## config.mk

```make
export PLATFORM = sky130hd
export DESIGN_NAME = differential_drive_heading_control_unit_flat
export DESIGN_NICKNAME = d
export VERILOG_FILES = /design/src/hdl/ddhc_pkg.sv /design/src/hdl/ddhc_if.sv /design/src/hdl/differential_drive_heading_control_unit.sv /design/src/hdl/ddhc_front.sv /design/src/hdl/ddhc_queue.sv /design/src/hdl/ddhc_back.sv /design/src/flat_wrapper.sv
export SDC_FILE = /design/constraint.sdc
export NUM_CORES = 1
export LEC_CHECK = 0
export BUFFER_PORTS_ARGS = -buffer_cell sky130_fd_sc_hd__buf_2
export CAP_MARGIN = 25
export CELL_PAD_IN_SITES_DETAIL_PLACEMENT = 1
export CELL_PAD_IN_SITES_GLOBAL_PLACEMENT = 1
export CORE_MARGIN = 1.5
export CORE_UTILIZATION = 41
export CTS_BUF_LIST = sky130_fd_sc_hd__clkbuf_8
export CTS_CLUSTER_SIZE = 16
export DETAILED_ROUTE_END_ITERATION = 12
export GPL_ROUTABILITY_DRIVEN = 0
export PLACE_DENSITY_LB_ADDON = 0.05
export SLEW_MARGIN = 20
export SYNTH_ARGS = -nofsm -noshare
export SYNTH_HDL_FRONTEND = slang
export SYNTH_SLANG_ARGS = --single-unit
```

## constraint.sdc

```tcl
create_clock -name clk_i -period 5.5 [get_ports clk_i]
set_clock_uncertainty 0.05 [all_clocks]
set_input_delay 0.825 -clock clk_i [delete_from_list [all_inputs] [get_ports clk_i]]
set_output_delay 0.825 -clock clk_i [all_outputs]
set_load 0.005 [all_outputs]
```

## src/hdl/ddhc_pkg.sv

```systemverilog
// Package for the differential drive heading control unit.
// Holds codes, constants and the types passed between front, queue and back.
// No dependencies.
package ddhc_pkg;

  localparam int unsigned QUEUE_DEPTH = 2;

  localparam int FULL_TURN   = 5760;
  localparam int NEAR_DEG    = 3;
  localparam int WIDE_DEG    = 10;
  localparam int SLOW_RATE   = 20;
  localparam int TRIM_LIMIT  = 32;
  localparam int ARRIVE_DIST = 32;
  localparam int ROUND_HALF  = 8;

  localparam logic [7:0] LEFT_DUTY_RST   = 8'd24;
  localparam logic [7:0] RIGHT_BASE_RST  = 8'd29;
  localparam logic [7:0] RIGHT_MAX_RST   = 8'd29;
  localparam logic [7:0] RIGHT_MIN_RST   = 8'd15;

  typedef enum logic [1:0] {
    CMD_ROTATE   = 2'd0,
    CMD_WAYPOINT = 2'd1,
    CMD_DRIVE    = 2'd2
  } cmd_e;

  typedef enum logic [1:0] {
    LED_NONE   = 2'd0,
    LED_TOGGLE = 2'd1,
    LED_SET    = 2'd2,
    LED_CLEAR  = 2'd3
  } led_e;

  typedef enum logic [1:0] {
    REG_LEFT_DUTY  = 2'd0,
    REG_RIGHT_BASE = 2'd1,
    REG_RIGHT_MAX  = 2'd2,
    REG_RIGHT_MIN  = 2'd3
  } reg_idx_e;

  typedef enum logic [1:0] {
    ROUTE_STOP  = 2'd0,
    ROUTE_CW    = 2'd1,
    ROUTE_CCW   = 2'd2,
    ROUTE_DRIVE = 2'd3
  } route_e;

  typedef enum logic [1:0] {
    SPD_HOLD = 2'd0,
    SPD_ADD  = 2'd1,
    SPD_BASE = 2'd2
  } spd_op_e;

  typedef struct packed {
    route_e             route;
    spd_op_e            spd_op;
    logic signed [11:0] delta;
    led_e               led;
    logic               arrived;
  } ddhc_op_t;

  typedef struct packed {
    logic [7:0] left_duty;
    logic [7:0] right_base;
    logic [7:0] right_max;
    logic [7:0] right_min;
  } ddhc_cfg_t;

  typedef struct packed {
    logic [7:0]  left_forward_pwm;
    logic [7:0]  left_reverse_pwm;
    logic [7:0]  right_forward_pwm;
    logic [7:0]  right_reverse_pwm;
    led_e        led_action;
    logic        arrived;
    logic [15:0] waypoint_index;
  } ddhc_res_t;

endpackage

```

## src/hdl/ddhc_if.sv

```systemverilog
// Channel interfaces for the heading control unit: command ticks in, results out.
// Valid/ready handshake; a beat moves when both are high. No dependencies.
interface ddhc_cmd_if;
  logic               valid;
  logic               ready;
  logic [1:0]         command;
  logic [12:0]        current_heading;
  logic [12:0]        target_heading;
  logic signed [15:0] gyro_z_rate;
  logic [15:0]        distance_to_target;

  modport source (output valid, command, current_heading, target_heading, gyro_z_rate,
                  distance_to_target, input ready);
  modport sink (input valid, command, current_heading, target_heading, gyro_z_rate,
                distance_to_target, output ready);
endinterface

interface ddhc_res_if;
  logic        valid;
  logic        ready;
  logic [7:0]  left_forward_pwm;
  logic [7:0]  left_reverse_pwm;
  logic [7:0]  right_forward_pwm;
  logic [7:0]  right_reverse_pwm;
  logic [1:0]  led_action;
  logic        arrived;
  logic [15:0] waypoint_index;

  modport source (output valid, left_forward_pwm, left_reverse_pwm, right_forward_pwm,
                  right_reverse_pwm, led_action, arrived, waypoint_index, input ready);
  modport sink (input valid, left_forward_pwm, left_reverse_pwm, right_forward_pwm,
                right_reverse_pwm, led_action, arrived, waypoint_index, output ready);
endinterface

```

## src/hdl/differential_drive_heading_control_unit.sv

```systemverilog
// Differential drive heading control unit: top level with APB register bank.
// A command beat is written into the queue, then moved into the back end's result register;
// one beat per cycle unless res_o.ready stalls. Front classifier, 2-entry queue, registered back end.
// Reset (rst_ni, async low): registers to 24/29/29/15, right speed 29, count 0,
// queue and result register empty. Uses ddhc_pkg, ddhc_if, front, queue and back.
module differential_drive_heading_control_unit
  import ddhc_pkg::*;
#(
  parameter int unsigned QueueDepth = QUEUE_DEPTH
) (
  input  logic        clk_i,
  input  logic        rst_ni,
  ddhc_cmd_if.sink    cmd_i,
  ddhc_res_if.source  res_o,
  input  logic        psel,
  input  logic        penable,
  input  logic        pwrite,
  input  logic [3:0]  paddr,
  input  logic [31:0] pwdata,
  output logic [31:0] prdata,
  output logic        pready
);

  ddhc_cfg_t cfg_q;
  reg_idx_e  reg_idx;
  logic      cfg_wr;
  logic      push_valid;
  logic      push_ready;
  ddhc_op_t  push_op;
  logic      pop_valid;
  logic      pop_ready;
  ddhc_op_t  pop_op;

  assign pready  = 1'b1;
  assign reg_idx = reg_idx_e'(paddr[3:2]);
  assign cfg_wr  = psel && penable && pwrite;

  always_ff @(posedge clk_i or negedge rst_ni) begin
    if (!rst_ni) begin
      cfg_q.left_duty  <= LEFT_DUTY_RST;
      cfg_q.right_base <= RIGHT_BASE_RST;
      cfg_q.right_max  <= RIGHT_MAX_RST;
      cfg_q.right_min  <= RIGHT_MIN_RST;
    end else if (cfg_wr) begin
      case (reg_idx)
        REG_LEFT_DUTY:  cfg_q.left_duty  <= pwdata[7:0];
        REG_RIGHT_BASE: cfg_q.right_base <= pwdata[7:0];
        REG_RIGHT_MAX:  cfg_q.right_max  <= pwdata[7:0];
        REG_RIGHT_MIN:  cfg_q.right_min  <= pwdata[7:0];
        default:        cfg_q.left_duty  <= cfg_q.left_duty;
      endcase
    end
  end

  always_comb begin
    case (reg_idx)
      REG_LEFT_DUTY:  prdata = {24'd0, cfg_q.left_duty};
      REG_RIGHT_BASE: prdata = {24'd0, cfg_q.right_base};
      REG_RIGHT_MAX:  prdata = {24'd0, cfg_q.right_max};
      REG_RIGHT_MIN:  prdata = {24'd0, cfg_q.right_min};
      default:        prdata = '0;
    endcase
  end

  ddhc_front u_front (
    .cmd_i        (cmd_i),
    .push_ready_i (push_ready),
    .push_valid_o (push_valid),
    .push_op_o    (push_op)
  );

  ddhc_queue #(
    .Depth (QueueDepth)
  ) u_queue (
    .clk_i        (clk_i),
    .rst_ni       (rst_ni),
    .push_valid_i (push_valid),
    .push_ready_o (push_ready),
    .push_op_i    (push_op),
    .pop_valid_o  (pop_valid),
    .pop_ready_i  (pop_ready),
    .pop_op_o     (pop_op)
  );

  ddhc_back u_back (
    .clk_i       (clk_i),
    .rst_ni      (rst_ni),
    .cfg_i       (cfg_q),
    .pop_valid_i (pop_valid),
    .pop_ready_o (pop_ready),
    .pop_op_i    (pop_op),
    .res_o       (res_o)
  );

endmodule

```

## src/hdl/ddhc_front.sv

```systemverilog
// Front end: accepts command beats and classifies them into queue operations.
// Computes heading error, turn direction and speed step. Uses ddhc_pkg, ddhc_cmd_if.
module ddhc_front
  import ddhc_pkg::*;
(
  ddhc_cmd_if.sink   cmd_i,
  input  logic       push_ready_i,
  output logic       push_valid_o,
  output ddhc_op_t   push_op_o
);

  logic [12:0]        cur;
  logic [12:0]        tgt;
  logic [15:0]        gyro_raw;
  logic signed [13:0] diff;
  logic [13:0]        neg_diff;
  logic [12:0]        abs_diff;
  logic [8:0]         abs_coarse;
  logic               aligned;
  logic signed [14:0] cw_raw;
  logic signed [14:0] ccw_raw;
  logic signed [13:0] cw_ang;
  logic signed [13:0] ccw_ang;
  logic               clockwise;
  logic [9:0]         goal;
  logic [15:0]        abs_gyro;
  logic [11:0]        abs_rate;
  logic signed [12:0] rate_err;
  logic signed [12:0] turn_sum;
  logic signed [12:0] turn_rnd;
  logic signed [11:0] turn_step;
  logic [13:0]        round_sum;
  logic [9:0]         trim_mag;
  logic signed [11:0] trim_step;
  spd_op_e            drive_op;
  logic signed [11:0] drive_delta;
  route_e             turn_route;

  function automatic logic signed [13:0] wrap_turn(input logic signed [14:0] x);
    logic signed [14:0] full;
    logic signed [14:0] twice;
    full  = $signed(15'(FULL_TURN));
    twice = $signed(15'(2 * FULL_TURN));
    if (x < 15'sd0) begin
      return $signed(x[13:0]);
    end else if (x >= twice) begin
      return 14'(x - twice);
    end else if (x >= full) begin
      return 14'(x - full);
    end
    return 14'(x);
  endfunction

  assign cur      = cmd_i.current_heading;
  assign tgt      = cmd_i.target_heading;
  assign gyro_raw = cmd_i.gyro_z_rate;

  assign diff       = $signed({1'b0, cur}) - $signed({1'b0, tgt});
  assign neg_diff   = 14'(-diff);
  assign abs_diff   = diff[13] ? neg_diff[12:0] : diff[12:0];
  assign abs_coarse = abs_diff[12:4];
  assign aligned    = abs_coarse <= 9'(NEAR_DEG);

  assign cw_raw    = $signed(15'(FULL_TURN)) - $signed({diff[13], diff});
  assign ccw_raw   = $signed(15'(FULL_TURN)) + $signed({diff[13], diff});
  assign cw_ang    = wrap_turn(cw_raw);
  assign ccw_ang   = wrap_turn(ccw_raw);
  assign clockwise = cw_ang < ccw_ang;

  assign goal      = (abs_coarse > 9'(WIDE_DEG)) ? {abs_coarse, 1'b0} : 10'(SLOW_RATE);
  assign abs_gyro  = gyro_raw[15] ? (~gyro_raw + 16'd1) : gyro_raw;
  assign abs_rate  = abs_gyro[15:4];
  assign rate_err  = $signed({3'b000, goal}) - $signed({1'b0, abs_rate});
  assign turn_sum  = rate_err + (clockwise ? -13'sd2 : 13'sd2);
  assign turn_rnd  = turn_sum[12] ? (turn_sum + 13'sd1) >>> 1 : turn_sum >>> 1;
  assign turn_step = 12'(turn_rnd);
  assign turn_route = clockwise ? ROUTE_CW : ROUTE_CCW;

  assign round_sum = {1'b0, abs_diff} + 14'(ROUND_HALF);
  assign trim_mag  = round_sum[13:4];
  assign trim_step = diff[13] ? $signed({2'b00, trim_mag}) : -$signed({2'b00, trim_mag});

  always_comb begin
    drive_delta = 12'sd0;
    if (diff == 14'sd0) begin
      drive_op = SPD_HOLD;
    end else if (abs_diff >= 13'(TRIM_LIMIT)) begin
      drive_op    = SPD_ADD;
      drive_delta = trim_step;
    end else begin
      drive_op = SPD_BASE;
    end
  end

  always_comb begin
    push_op_o.route   = ROUTE_STOP;
    push_op_o.spd_op  = SPD_HOLD;
    push_op_o.delta   = 12'sd0;
    push_op_o.led     = LED_NONE;
    push_op_o.arrived = 1'b0;
    case (cmd_e'(cmd_i.command))
      CMD_ROTATE: begin
        if (aligned) begin
          push_op_o.led = LED_SET;
        end else begin
          push_op_o.led    = LED_TOGGLE;
          push_op_o.route  = turn_route;
          push_op_o.spd_op = SPD_ADD;
          push_op_o.delta  = turn_step;
        end
      end
      CMD_WAYPOINT: begin
        if (!aligned) begin
          push_op_o.led    = LED_TOGGLE;
          push_op_o.route  = turn_route;
          push_op_o.spd_op = SPD_ADD;
          push_op_o.delta  = turn_step;
        end else if (cmd_i.distance_to_target <= 16'(ARRIVE_DIST)) begin
          push_op_o.led     = LED_CLEAR;
          push_op_o.arrived = 1'b1;
        end else begin
          push_op_o.led    = LED_TOGGLE;
          push_op_o.route  = ROUTE_DRIVE;
          push_op_o.spd_op = drive_op;
          push_op_o.delta  = drive_delta;
        end
      end
      CMD_DRIVE: begin
        push_op_o.route  = ROUTE_DRIVE;
        push_op_o.spd_op = drive_op;
        push_op_o.delta  = drive_delta;
      end
      default: begin
        push_op_o.route = ROUTE_STOP;
      end
    endcase
  end

  assign push_valid_o = cmd_i.valid;
  assign cmd_i.ready  = push_ready_i;

endmodule

```

## src/hdl/ddhc_queue.sv

```systemverilog
// Operation queue between the classifying front end and the executing back end.
// Small register FIFO with occupancy count. Uses ddhc_pkg.
module ddhc_queue
  import ddhc_pkg::*;
#(
  parameter int unsigned Depth = QUEUE_DEPTH
) (
  input  logic     clk_i,
  input  logic     rst_ni,
  input  logic     push_valid_i,
  output logic     push_ready_o,
  input  ddhc_op_t push_op_i,
  output logic     pop_valid_o,
  input  logic     pop_ready_i,
  output ddhc_op_t pop_op_o
);

  localparam int unsigned PtrW = (Depth > 1) ? $clog2(Depth) : 1;
  localparam int unsigned CntW = $clog2(Depth + 1);

  ddhc_op_t        entry_q [Depth];
  logic [PtrW-1:0] wr_ptr_q, wr_ptr_d;
  logic [PtrW-1:0] rd_ptr_q, rd_ptr_d;
  logic [CntW-1:0] count_q, count_d;
  logic            push;
  logic            pop;

  assign push_ready_o = count_q != CntW'(Depth);
  assign pop_valid_o  = count_q != '0;
  assign push         = push_valid_i && push_ready_o;
  assign pop          = pop_valid_o && pop_ready_i;
  assign pop_op_o     = entry_q[rd_ptr_q];

  always_comb begin
    wr_ptr_d = wr_ptr_q;
    rd_ptr_d = rd_ptr_q;
    count_d  = count_q;
    if (push) begin
      wr_ptr_d = (wr_ptr_q == PtrW'(Depth - 1)) ? '0 : wr_ptr_q + PtrW'(1);
    end
    if (pop) begin
      rd_ptr_d = (rd_ptr_q == PtrW'(Depth - 1)) ? '0 : rd_ptr_q + PtrW'(1);
    end
    if (push && !pop) begin
      count_d = count_q + CntW'(1);
    end else if (pop && !push) begin
      count_d = count_q - CntW'(1);
    end
  end

  always_ff @(posedge clk_i or negedge rst_ni) begin
    if (!rst_ni) begin
      wr_ptr_q <= '0;
      rd_ptr_q <= '0;
      count_q  <= '0;
    end else begin
      wr_ptr_q <= wr_ptr_d;
      rd_ptr_q <= rd_ptr_d;
      count_q  <= count_d;
    end
  end

  always_ff @(posedge clk_i) begin
    if (push) begin
      entry_q[wr_ptr_q] <= push_op_i;
    end
  end

  a_count_up: assert property (@(posedge clk_i) disable iff (!rst_ni)
    (push && !pop) |=> (count_q == $past(count_q) + CntW'(1)))
    else $error("queue count did not rise on a lone push");

  a_count_hold: assert property (@(posedge clk_i) disable iff (!rst_ni)
    (push && pop) |=> $stable(count_q))
    else $error("queue count moved on simultaneous push and pop");

endmodule

```

## src/hdl/ddhc_back.sv

```systemverilog
// Back end: executes queued operations, keeps right speed and waypoint count.
// Drives the result register onto the result channel. Uses ddhc_pkg, ddhc_res_if.
module ddhc_back
  import ddhc_pkg::*;
(
  input  logic       clk_i,
  input  logic       rst_ni,
  input  ddhc_cfg_t  cfg_i,
  input  logic       pop_valid_i,
  output logic       pop_ready_o,
  input  ddhc_op_t   pop_op_i,
  ddhc_res_if.source res_o
);

  logic               valid_q;
  ddhc_res_t          res_q, res_d;
  logic [7:0]         speed_q, speed_d;
  logic [15:0]        wp_q, wp_d;
  logic               fire;
  logic signed [12:0] sum;
  logic [7:0]         clamped;

  assign pop_ready_o = !valid_q || res_o.ready;
  assign fire        = pop_valid_i && pop_ready_o;

  assign sum = $signed({5'b00000, speed_q}) + $signed({pop_op_i.delta[11], pop_op_i.delta});

  always_comb begin
    if (sum > $signed({5'b00000, cfg_i.right_max})) begin
      clamped = cfg_i.right_max;
    end else if (sum < $signed({5'b00000, cfg_i.right_min})) begin
      clamped = cfg_i.right_min;
    end else begin
      clamped = sum[7:0];
    end
  end

  always_comb begin
    case (pop_op_i.spd_op)
      SPD_ADD:  speed_d = clamped;
      SPD_BASE: speed_d = cfg_i.right_base;
      default:  speed_d = speed_q;
    endcase
    wp_d = wp_q + {15'd0, pop_op_i.arrived};

    res_d.left_forward_pwm  = '0;
    res_d.left_reverse_pwm  = '0;
    res_d.right_forward_pwm = '0;
    res_d.right_reverse_pwm = '0;
    res_d.led_action        = pop_op_i.led;
    res_d.arrived           = pop_op_i.arrived;
    res_d.waypoint_index    = wp_d;
    case (pop_op_i.route)
      ROUTE_CW: begin
        res_d.left_forward_pwm  = cfg_i.left_duty;
        res_d.right_reverse_pwm = speed_d;
      end
      ROUTE_CCW: begin
        res_d.left_reverse_pwm  = cfg_i.left_duty;
        res_d.right_forward_pwm = speed_d;
      end
      ROUTE_DRIVE: begin
        res_d.left_forward_pwm  = cfg_i.left_duty;
        res_d.right_forward_pwm = speed_d;
      end
      default: begin
        res_d.led_action = pop_op_i.led;
      end
    endcase
  end

  always_ff @(posedge clk_i or negedge rst_ni) begin
    if (!rst_ni) begin
      valid_q <= 1'b0;
      speed_q <= RIGHT_BASE_RST;
      wp_q    <= '0;
    end else begin
      if (fire) begin
        valid_q <= 1'b1;
        speed_q <= speed_d;
        wp_q    <= wp_d;
      end else if (res_o.ready) begin
        valid_q <= 1'b0;
      end
    end
  end

  always_ff @(posedge clk_i) begin
    if (fire) begin
      res_q <= res_d;
    end
  end

  assign res_o.valid             = valid_q;
  assign res_o.left_forward_pwm  = res_q.left_forward_pwm;
  assign res_o.left_reverse_pwm  = res_q.left_reverse_pwm;
  assign res_o.right_forward_pwm = res_q.right_forward_pwm;
  assign res_o.right_reverse_pwm = res_q.right_reverse_pwm;
  assign res_o.led_action        = res_q.led_action;
  assign res_o.arrived           = res_q.arrived;
  assign res_o.waypoint_index    = res_q.waypoint_index;

  a_arrive_count: assert property (@(posedge clk_i) disable iff (!rst_ni)
    (fire && pop_op_i.arrived) |=> (wp_q == $past(wp_q) + 16'd1))
    else $error("waypoint count did not advance on arrival");

  a_arrive_stop: assert property (@(posedge clk_i) disable iff (!rst_ni)
    (valid_q && res_q.arrived) |-> (res_q.led_action == LED_CLEAR &&
      res_q.left_forward_pwm == 8'd0 && res_q.left_reverse_pwm == 8'd0 &&
      res_q.right_forward_pwm == 8'd0 && res_q.right_reverse_pwm == 8'd0))
    else $error("arrival beat with motors running");

  a_pop_loads: assert property (@(posedge clk_i) disable iff (!rst_ni)
    fire |=> valid_q)
    else $error("popped operation left no result");

endmodule

```

## src/flat_wrapper.sv

```systemverilog
// flat-port wrapper written by rule: the top's interface ports become plain ports
module differential_drive_heading_control_unit_flat import ddhc_pkg::*;
#(
  parameter int unsigned QueueDepth = QUEUE_DEPTH
)
  (clk_i, rst_ni, psel, penable, pwrite, paddr, pwdata, prdata, pready, cmd_i_valid, cmd_i_command, cmd_i_current_heading, cmd_i_target_heading, cmd_i_gyro_z_rate, cmd_i_distance_to_target, cmd_i_ready, res_o_valid, res_o_left_forward_pwm, res_o_left_reverse_pwm, res_o_right_forward_pwm, res_o_right_reverse_pwm, res_o_led_action, res_o_arrived, res_o_waypoint_index, res_o_ready);
  ddhc_cmd_if cmd_i_i ();
  ddhc_res_if res_o_i ();
  input  logic clk_i;
  input  logic rst_ni;
  input  logic psel;
  input  logic penable;
  input  logic pwrite;
  input  logic [3:0] paddr;
  input  logic [31:0] pwdata;
  output logic [31:0] prdata;
  output logic pready;
  input wire logic [$bits(cmd_i_i.valid)-1:0] cmd_i_valid;
  input wire logic [$bits(cmd_i_i.command)-1:0] cmd_i_command;
  input wire logic [$bits(cmd_i_i.current_heading)-1:0] cmd_i_current_heading;
  input wire logic [$bits(cmd_i_i.target_heading)-1:0] cmd_i_target_heading;
  input wire logic [$bits(cmd_i_i.gyro_z_rate)-1:0] cmd_i_gyro_z_rate;
  input wire logic [$bits(cmd_i_i.distance_to_target)-1:0] cmd_i_distance_to_target;
  output wire logic [$bits(cmd_i_i.ready)-1:0] cmd_i_ready;
  output wire logic [$bits(res_o_i.valid)-1:0] res_o_valid;
  output wire logic [$bits(res_o_i.left_forward_pwm)-1:0] res_o_left_forward_pwm;
  output wire logic [$bits(res_o_i.left_reverse_pwm)-1:0] res_o_left_reverse_pwm;
  output wire logic [$bits(res_o_i.right_forward_pwm)-1:0] res_o_right_forward_pwm;
  output wire logic [$bits(res_o_i.right_reverse_pwm)-1:0] res_o_right_reverse_pwm;
  output wire logic [$bits(res_o_i.led_action)-1:0] res_o_led_action;
  output wire logic [$bits(res_o_i.arrived)-1:0] res_o_arrived;
  output wire logic [$bits(res_o_i.waypoint_index)-1:0] res_o_waypoint_index;
  input wire logic [$bits(res_o_i.ready)-1:0] res_o_ready;
  assign cmd_i_i.valid = cmd_i_valid;
  assign cmd_i_i.command = cmd_i_command;
  assign cmd_i_i.current_heading = cmd_i_current_heading;
  assign cmd_i_i.target_heading = cmd_i_target_heading;
  assign cmd_i_i.gyro_z_rate = cmd_i_gyro_z_rate;
  assign cmd_i_i.distance_to_target = cmd_i_distance_to_target;
  assign cmd_i_ready = cmd_i_i.ready;
  assign res_o_valid = res_o_i.valid;
  assign res_o_left_forward_pwm = res_o_i.left_forward_pwm;
  assign res_o_left_reverse_pwm = res_o_i.left_reverse_pwm;
  assign res_o_right_forward_pwm = res_o_i.right_forward_pwm;
  assign res_o_right_reverse_pwm = res_o_i.right_reverse_pwm;
  assign res_o_led_action = res_o_i.led_action;
  assign res_o_arrived = res_o_i.arrived;
  assign res_o_waypoint_index = res_o_i.waypoint_index;
  assign res_o_i.ready = res_o_ready;
  differential_drive_heading_control_unit #(.QueueDepth(QueueDepth)) u_core (.clk_i(clk_i), .rst_ni(rst_ni), .cmd_i(cmd_i_i), .res_o(res_o_i), .psel(psel), .penable(penable), .pwrite(pwrite), .paddr(paddr), .pwdata(pwdata), .prdata(prdata), .pready(pready));
endmodule
```

==> summary by stage <==
Yosys
The sequential cell area fraction in the yosys report is between 30% and 40%. After synthesis, the share of flip-flops with an asynchronous set or reset is just over 40%. The Yosys warning count is 0. The dominant synthesized flop cell is edfxtp_1. The largest total area in the synthesized netlist belongs to edfxtp_1. The count of flip-flops with a built-in enable after synthesis is 89. The average cell area after synthesis is between 9 and 10 sq um. The synthesized netlist occupies a cell area of around 12000 sq um. The synthesized netlist contains 92 unique library cells. In the synthesized netlist, the number of instances is approximately 1300.

The area share of the leading cell type in the synthesized netlist is around 22%. Sorting the synthesized cells by area gives the leading types as edfxtp_1 22%, dfrtp_1 8.9%, ha_1 8.8%. The synthesized design contains 150 register bits.

Clock tree
The deepest clock path buffer count is 2. In this run the number of H-tree levels came out at 4. Clock tree synthesis selected as its root buffer the cell clkbuf_8. For the worst-skew pair, the clock arrives at the later sink with an insertion delay of around 460 ps. The sink count of the clock tree is 150. After clock tree synthesis, the clock-pin slew on the worst setup and hold paths is approximately 90 ps.

The post-cts hold buffer count is 0. The total clock buffers created by CTS is 17. TritonCTS built the clock tree.

Floorplan
The floorplan has between 60 and 70 rows. For this configuration, the core starts out at a cell density of about two fifths. From bottom edge to top edge, the die measures roughly 170 um. 189 I/O pins were placed. After floorplanning, the core was sized to cover ~29000 sq um. From left edge to right edge, the die measures roughly 170 um. The area of the die is a little over 30000 sq um.

Timing
The hold violation count in the final report came to 0. The total negative slack for setup checks is -67050 ps. Once routing completed, OpenROAD measured the worst setup slack at -2862 ps. Setup violations remaining at the end of the flow were counted as 28. Derived from the worst setup path, the maximum achievable clock frequency is around 120 MHz. The actual slew at the worst max-slew pin is between 1000 and 1500 ps. The worst path uses 152.0% of the clock period. The number of slew-limit violations in the final report is 0. Setup repair after global routing could not meet its margin everywhere. The worst slew margin relative to its limit is between 30% and 40%. The post-layout minimum cycle time is 8362 ps.

Global routing
The global-route wire length before repair is 59930 um. The pin count of the biggest net entering global routing is 62. The via count of the first global-routing pass is 11759. The initial antenna violation count is 0. Global routing finished with a remaining overflow of 0. The total routing resource utilization after global routing is between 20% and 30%.

Worst setup path
The stage delay of the slowest cell on the critical path is 520 ps. The setup slack of the most critical reg-to-reg path is roughly 360 ps. In this run the worst path has a maximum fanout of 6. The type of destination of the critical path is a register.

The master of the slowest instance on the critical path is fa_1. In this run the critical register-to-register path is captured at u_core.u_back.res_o.right_reverse_pwm[7]$_SDFFCE_PP0P_. Data on the critical path is required at its endpoint by 5630 ps. The type of the worst setup path is primary input to register.

The capture point of the worst path is u_core.u_queue.entry_q[0][11]$_DFFE_PP_. The launch instance of the worst register-to-register path is u_core.u_queue.rd_ptr_q$_DFFE_PN0P_. Counting stages on the worst path, the most repeated cell is buf_4. The worst setup path is launched from a primary input. Measured in cells, the most critical reg-to-reg path has a length of 17. In this run the worst setup path begins at cmd_i_current_heading[0]. STA puts the critical path data arrival time at between 8000 and 9000 ps.

Routing
The first-pass iteration count of the detailed router is 5. The violation count after the first detailed-routing iteration is 459. Summed over all layers, the routed wires come to roughly 37000 um. The count of vias placed by the detailed router is between 10000 and 15000. The detailed-route vias per instance is 5.304. The remaining number of nets flagged by the antenna check after routing is 0. After detailed routing, the average wire length per cell comes to between 15 and 20 um. After detailed routing, the number of remaining DRC violations is 0.

Status
The final reports fail on setup timing. The flow ran to the end, but the final reports show violations.

Final layout
The number of antenna diodes in the final layout is 0. The post-layout net count is 1877. The area growth from synthesis to layout is 34.92%. At the end of the flow the core is filled with cells to between 50 and 60%.

The post-route netlist has 39.21% of its cells at a drive strength greater than 1. The sequential cell area is ~4200 sq um. After the flow finishes, the layout carries non-filler instances totaling roughly 2100. After routing the design area is 16340 sq um. The number of inserted filler cells in the final layout is between 3000 and 4000.

In the final layout, the multi-input gates occupy 7856 sq um.

Worst hold path
The type of the worst min-delay path is register to register. Along the worst hold path, the cell count comes to 1.

Placement
After legalization and detailed placement, the total HPWL measured 28720 um. The number of placed instances, taps included, is between 2000 and 2500. The instance area after placement is approximately 15000 sq um. During placement, the flow inserted port buffers numbering 137.

Run
The number of maximum-capacitance violations is 0.
-- worst min path at each step --
stage | startpoint | endpoint | slack [ps]
final | u_core.u_back.wp_q[15]$_DFFE_PN0P_ | u_core.u_back.wp_q[15]$_DFFE_PN0P_ | 450
after global routing | u_core.u_back.wp_q[15]$_DFFE_PN0P_ | u_core.u_back.wp_q[15]$_DFFE_PN0P_ | 480
after CTS | u_core.u_back.wp_q[15]$_DFFE_PN0P_ | u_core.u_back.wp_q[15]$_DFFE_PN0P_ | 450
after detailed placement | u_core.u_back.wp_q[15]$_DFFE_PN0P_ | u_core.u_back.wp_q[15]$_DFFE_PN0P_ | 440
after global placement | u_core.u_back.wp_q[0]$_DFFE_PN0P_ | u_core.u_back.wp_q[0]$_DFFE_PN0P_ | 420
after floorplan | u_core.u_back.wp_q[0]$_DFFE_PN0P_ | u_core.u_back.wp_q[0]$_DFFE_PN0P_ | 400
-- worst max-delay path, delay by kind of cell --
kind / cells / cell delay, ps
AO/OA/AOI/OAI: 11 / 2440
XOR/XNOR: 4 / 570
adder cells (fa/ha/maj): 5 / 1650
buffers and inverters: 12 / 1390
multiplexers: 2 / 460
AND/OR/NAND/NOR: 7 / 1140
-- cells in the final DEF (no fill, tap or decap), drive strengths merged, types with 7 or more instances in the layout --
cell	n
a211oi	13
a21o	20
a21oi	67
a221oi	10
a31oi	12
and2	7
and3	15
buf	438
clkbuf	17
conb	25
dfrtp	43
dfstp	18
edfxtp	89
fa	11
ha	85
inv	98
mux2	40
mux2i	15
mux4	8
nand2	98
nand2b	21
nand3	28
nand4	9
nor2	103
nor2b	15
nor3	31
nor3b	7
nor4	10
o211a	8
o211ai	14
o21a	13
o21ai	56
o221a	9
o22ai	11
o31ai	9
or3	11
or4	8
xnor2	82
xor2	35
-- layer usage --
| layer | vias to the layer above | wire [um] | GRT usage, % | part of all wire [%] |
|---|---|---|---|---|
| li1 | 5373 | - | - | - |
| met1 | 5452 | 16140 | 30.37 | 44 |
| met2 | 150 | 19510 | 44.92 | 53 |
| met3 | 30 | 791 | 2.589 | 2.1 |
| met4 | 0 | 474 | 5.093 | 1.3 |
| met5 | - | 0 | 0 | 0 |
-- kinds of logic (layout without fill, tap and decap cells) --
kind of cell | after synthesis | in the layout | synth area share, %
DFF | 150 | 150 | 34.85
adders and majority gates | 96 | 96 | 10.60
other | 2 | 25 | 0.06200
muxes | 63 | 63 | 6.477
and+or+nand+nor | 373 | 373 | 14.97
buffers and inverters | 156 | 559 | 5.702
xor gates and xnor gates | 118 | 118 | 8.770
AOI/OAI and AO/OA | 307 | 307 | 18.57
-- sequential cells by signal, indices dropped and copies added (netlist names), 2 cells and up --
name and cells:
u_core.u_back.wp_q 16, u_core.u_queue.entry_q 38, u_core.u_queue.count_q 2, u_core.u_back.res_o.left_reverse_pwm 8, u_core.u_back.res_o.right_forward_pwm 8, u_core.u_back.res_o.led_action 2
u_core.cfg_q 32, u_core.u_back.res_o.left_forward_pwm 8, u_core.u_back.speed_q 8, u_core.u_back.res_o.right_reverse_pwm 8, u_core.u_back.res_o.waypoint_index 16
-- what timing repair did --
| action | in CTS | in global routing |
|---|---|---|
| setup endpoints to repair | 28 | 28 |
| endpoints found under the hold margin | 0 | 0 |
| resized for setup | 66 | 27 |
| buffers inserted | 23 | 8 |
| pin swaps | 42 | 18 |
-- area by class of cell --
type	count	share of cell area, %
Clock buffer	17	1.432
Clock inverter	15	1.225
Inverter	89	2.136
Multi-Input combinational cell	982	48.07
Sequential cell	150	25.83
Tap cell	384	2.940
Timing Repair Buffer	438	18.37
-- metrics by stage --
step                setup WS [ps]  hold WS [ps]
finish                      -2862         453.6
global route                -3174         479.1
CTS                         -2787         454.3
detailed placement          -3624         438.9
global placement            -3367         421.3
floorplan                   -3109         402.3
-- cell usage after synthesis (all sizes together) (12+ instances only) --
cell	n
o211ai	14
nand3	28
buf	38
edfxtp	89
a21oi	67
ha	85
xnor2	82
nand2	98
a31oi	12
o21a	13
o21ai	56
nor2	103
nor3	31
dfstp	18
dfrtp	43
nor2b	15
mux2i	15
a211oi	13
inv	88
nand2b	21
mux2	40
and3	15
a21o	20
clkbuf	29
xor2	35
Power is left out: the tool's default activity adds up to more than one toggle a clock period on the data nets, which glitch-free logic cannot reach.
